[src/hw/rtl/qrm_pkg.sv]
// shared types, widths and constants for the quaternion to rotation matrix unit
`default_nettype none
package qrm_pkg;

  // field widths
  localparam int COMP_W = 16;
  localparam int ELEM_W = 16;
  localparam int LIM_W  = 32;
  localparam int CFG_IDX_W = 1;

  // internal arithmetic widths
  localparam int PROD_W = 2 * COMP_W;          // one product of two components
  localparam int NORM_W = PROD_W + 1;          // squared norm, at most 2^32
  localparam int NUM_W  = PROD_W + 2;          // signed numerator, at most 2^32 in magnitude
  localparam int MAG_W  = NUM_W - 1;           // numerator magnitude
  localparam int DEN_W  = NORM_W + 1;          // divisor is twice the norm
  localparam int QUO_W  = ELEM_W - 1;          // quotient never exceeds 2^14
  localparam int DVD_W  = DEN_W + QUO_W;       // dividend width
  localparam int TRY_W  = DEN_W + 2;           // trial subtract with borrow bit

  // pipeline shape
  localparam int LANES      = 9;
  localparam int DIV_STAGES = QUO_W;
  localparam int PIPE_LAT   = 2 + 1 + DIV_STAGES + 1;

  // largest quotient magnitude for a unit entry
  localparam logic [QUO_W-1:0] QUO_ONE = QUO_W'(1 << (ELEM_W - 2));

  // register indexes and reset values
  localparam logic [CFG_IDX_W-1:0] CFG_NORM_LOW  = 1'b0;
  localparam logic [CFG_IDX_W-1:0] CFG_NORM_HIGH = 1'b1;
  localparam logic [LIM_W-1:0] NORM_LOW_RST  = 32'd6710886;
  localparam logic [LIM_W-1:0] NORM_HIGH_RST = 32'd671088640;

  typedef logic signed [COMP_W-1:0] comp_t;
  typedef logic signed [ELEM_W-1:0] elem_t;
  typedef logic        [LIM_W-1:0]  lim_t;
  typedef logic signed [NUM_W-1:0]  num_t;
  typedef num_t  [LANES-1:0] num_vec_t;
  typedef elem_t [LANES-1:0] elem_vec_t;

  // output of the product and sum stages
  typedef struct packed {
    logic                valid;
    logic [NORM_W-1:0]   norm;
    num_vec_t            num;
  } front_t;

  // one divider lane: sign, partial remainder, dividend bits / quotient bits
  typedef struct packed {
    logic              neg;
    logic [DEN_W-1:0]  rem;
    logic [QUO_W-1:0]  quo;
  } lane_t;

  typedef lane_t [LANES-1:0] lane_vec_t;

  // control that travels alongside the divider lanes
  typedef struct packed {
    logic              valid;
    logic              zero;
    logic              norm_ok;
    logic [DEN_W-1:0]  den;
  } div_ctl_t;

endpackage
`default_nettype wire

[src/hw/rtl/qrm_div_stage.sv]
// one restoring division step for all nine lanes, one quotient bit per stage
`default_nettype none
module qrm_div_stage (
  input  logic                clk,
  input  logic                rst_n,
  input  qrm_pkg::div_ctl_t   ctl_in,
  input  qrm_pkg::lane_vec_t  lanes_in,
  output qrm_pkg::div_ctl_t   ctl_out,
  output qrm_pkg::lane_vec_t  lanes_out
);
  import qrm_pkg::*;

  logic [TRY_W-1:0] trial;
  logic [DEN_W:0]   shifted;
  lane_vec_t        lanes_nxt;
  div_ctl_t         ctl_r;
  lane_vec_t        lanes_r;

  // shift in the next dividend bit, subtract the divisor if it fits
  always_comb begin
    trial   = '0;
    shifted = '0;
    for (int l = 0; l < LANES; l++) begin
      shifted = {lanes_in[l].rem, lanes_in[l].quo[QUO_W-1]};
      trial   = {1'b0, shifted} - {2'b00, ctl_in.den};
      lanes_nxt[l].neg = lanes_in[l].neg;
      if (!trial[TRY_W-1]) begin
        lanes_nxt[l].rem = trial[DEN_W-1:0];
        lanes_nxt[l].quo = {lanes_in[l].quo[QUO_W-2:0], 1'b1};
      end else begin
        lanes_nxt[l].rem = shifted[DEN_W-1:0];
        lanes_nxt[l].quo = {lanes_in[l].quo[QUO_W-2:0], 1'b0};
      end
    end
  end

  // stage register, valid under reset
  always_ff @(posedge clk) begin
    if (!rst_n) begin
      ctl_r.valid <= 1'b0;
    end else begin
      ctl_r.valid <= ctl_in.valid;
    end
    ctl_r.zero    <= ctl_in.zero;
    ctl_r.norm_ok <= ctl_in.norm_ok;
    ctl_r.den     <= ctl_in.den;
    lanes_r       <= lanes_nxt;
  end

  assign ctl_out   = ctl_r;
  assign lanes_out = lanes_r;

endmodule
`default_nettype wire

[config.mk]
export PLATFORM = sky130hd
export DESIGN_NAME = qrm_div_stage
export DESIGN_NICKNAME = d
export VERILOG_FILES = /design/src/hw/rtl/qrm_pkg.sv /design/src/hw/rtl/qrm_div_stage.sv
export SDC_FILE = /design/constraint.sdc
export NUM_CORES = 1
export LEC_CHECK = 0
export ABC_AREA = 1
export BUFFER_PORTS_ARGS = -buffer_cell sky130_fd_sc_hd__buf_2
export CAP_MARGIN = 15
export CORE_AREA = 4 4 379 381
export DETAILED_ROUTE_END_ITERATION = 12
export DIE_AREA = 0 0 383 385
export GPL_ROUTABILITY_DRIVEN = 0
export PLACE_DENSITY = 0.43
export SETUP_SLACK_MARGIN = 0.15
export SYNTH_ARGS = -nofsm -noshare
export SYNTH_HDL_FRONTEND = slang
export SYNTH_SLANG_ARGS = --single-unit
[constraint.sdc]
create_clock -name clk -period 3.7 [get_ports clk]
set_input_delay 0.925 -clock clk [delete_from_list [all_inputs] [get_ports clk]]
set_output_delay 0.925 -clock clk [all_outputs]
set_load 0.02 [all_outputs]
==> flow_summary.toml <==
[global_routing]
grtUsageTotal_pct = 25.7
overflow = 0
grt_pass1_wl_mm = 273
antenna_found_initial = 65
grt_max_degree = 44
first_global_vias = 39000

[cells_and_area]
drive_gt1_share_pct = 18.1
fin_nets = 7653
fin_util_pct = 32.4
area_delta_synth_final_pct = 29.8

[synthesis]
synth_area_leaders = "dfxtp_1 (28%), nand2_1 (23%), ha_1 (11%)"
syn-num-nets = 6560
synth.largest_area_cell = "dfxtp_1"
synth-edff-count = 0
yosys_warnings = 0
synth_cells = 5756
synth_top_area_share_pct = 27.8
synth_flop_cell = "dfxtp_1"
ys_types = 31
ys_seq_area_share_pct = 27.8
synth_seq_cells = 487
async_flop_share_pct = 0
syn_area_um2 = 35100
avgSynthCellArea_um2 = 6.10

[floorplanning]
die_h_um = 385
die_w_um = 383
rows = 138
start_util_pct = 25.0
core_um2 = 141000
io_pins = 976
die-area_um2 = 147000

[worst_setup_path]
required_ns = 4.26
startpoint_type = "primary input"
crit_type = "primary input to flop"
critPathCaptureType = "flop"
crit_fanout = 5
critPathArrivalTime_ns = 3.62

[timing]
drv_slew = 0
finalHoldViolations = 0
fin_crit_sh_pct = 82.7
finalSetupViolCount = 0
slew_headroom_pct = 42.5
rsz0062_at_grt = "no"
fmax_ghz = 0.327
worstMarginPinSlew_ns = 0.863
fin_tns_setup_ns = 0
min_period_ns = 3.06

[clocking]
cts_made_buffers = 68
cts_tree = "done"
htree_levels = 3
ctsResizeCount = 0
cts-root-buf = "clkbuf_16"
post_cts_buffers = 0
path_clk_slew_ns = 0.06
cts_sinks = 487
cts_buffer_depth = 3
ctsHoldBuffers = 0

[detailed_routing]
viasPerCell = 4.57
dr.pass1.iters = 7
vias = 40300
drc = 0
drt_iter0_markers = 2835
ant_nets = 0
wl_mm = 197
wl_per_cell_um = 22.4

[power]
power_density_nw_per_um2 = 459
power.leakage_nw = 25.0
irDropWorstVdd_v = 0.000360

[job]
cap_violations = 0

[worst_hold_path]
worstHoldStart = "lanes_in[299]"
holdPathEnd = "lanes_out[299]"
hold_path_class = "primary input to flop"
holdPathStages = 1

[placement]
io_buffers = 975
dpl.hpwl_mm = 163

[status]
outcome = "finished, final reports clean"
## cell usage after synthesis (3+ instances only)
cell type	count
a21oi_1	250
xnor2_1	130
ha_1	306
dfxtp_1	487
nand3b_1	49
nor4_1	12
nand2_2	8
buf_2	41
nor2_1	473
nand4_1	54
nor3_1	63
o21ai_0	160
nor2_4	5
o21ai_1	107
nand2_4	3
o21bai_1	16
inv_1	918
fa_1	9
nand3_1	376
a31oi_1	9
xor2_1	32
buf_6	14
nor2_2	8
inv_2	12
or2_2	6
nand2_1	2191
a21o_1	8
and3_1	4
## worst max-delay path by stage
stage | startpoint | end | slack, ns | depth (start not counted)
6_report | ctl_in[0] | lanes_out[345] | 0.64 | 15
5_1_grt | ctl_in[0] | lanes_out[345] | 0.46 | 15
4_1_cts | ctl_in[0] | lanes_out[295] | 0.67 | 15
3_5_place_dp | ctl_in[0] | lanes_out[345] | -0.07 | 15
3_3_place_gp | ctl_in[0] | lanes_out[345] | -0.08 | 15
2_1_floorplan | ctl_in[1] | lanes_out[420] | 0.83 | 12
## metrics by stage
stage	std cells	power, mW	setup slack (ns)	area, um^2	hold slack [ns]
5_1_grt	8792	22.1	0.455	45500	0.299
6_report	8810	20.9	0.640	45600	0.352
2_1_floorplan	5756	10.8	0.833	35100	0.953
4_1_cts	8790	21.2	0.667	45500	0.291
3_5_place_dp	8669	14.0	-0.0686	43200	1.03
3_3_place_gp	8669	14.0	-0.0837	43200	1.03
## layout make-up
cell class                      instances  area, um^2
Tap cell                             1890        2360
Antenna cell                           20        50.0
Sequential cell                       487        9750
Multi-Input combinational cell       4281       21500
Clock buffer                           94        1930
Inverter                              930        3490
Fill cell                           16000       95000
Clock inverter                         27         437
Timing Repair Buffer                 1081        6050
## layer usage
metal / global-route usage (%) / up-vias / routed length (um)
met3: 5.03 / 261 / 14000
met2: 45.4 / 1449 / 94500
met1: 31.3 / 18400 / 81300
li1: - / 20200 / -
met5: 0 / - / 143
met4: 8.12 / 22 / 7040
## power breakdown
part / leakage, nW / switching (mW) / internal [mW]
Combinational: 19.7 / 5.00 / 2.36
Sequential: 4.11 / 0.476 / 6.04
Clock: 1.15 / 2.81 / 4.25
## cells in the final DEF (no fill, tap or decap), drive strengths merged, types with 9 or more instances in the layout
cell type / count
nand3: 378
inv: 919
buf: 1081
nor2: 486
o21bai: 16
nor4: 12
dfxtp: 487
clkbuf: 94
a31oi: 9
clkinv: 27
o21ai: 267
nor3: 63
nand3b: 49
nand2: 2202
fa: 9
xnor2: 130
nand4: 54
a21oi: 250
diode: 20
ha: 306
xor2: 32
## critical path: stages
cell     delay (ns)
buf_2          0.43
buf_12         0.23
ha_1           0.23
inv_1          0.10
fa_1           0.48
nand3_1        0.13
nand3_1        0.22
nand2_1        0.12
nand2_1        0.12
nand3_1        0.09
nand2_1        0.16
nand2_1        0.14
nand3_1        0.08
nand3_1        0.09
nand2_1        0.06
## registers in the layout, summed over array words and instances, names as in the netlist
signal,count
lanes_out,450
ctl_out,37
## cells by family (layout without fill, tap and decap cells)
group	Yosys count	count (layout)	synth area share [%]
buffers and inverters	988	2132	11.0
XOR/XNOR	162	162	4.04
AO/OA/AOI/OAI	550	550	8.04
AND/OR/NAND/NOR	3254	3254	37.7
flip-flops	487	487	27.8
adder cells (fa/ha/maj)	315	315	11.4
other	0	20	0
Note: power is estimated with default switching activity, not from simulation.
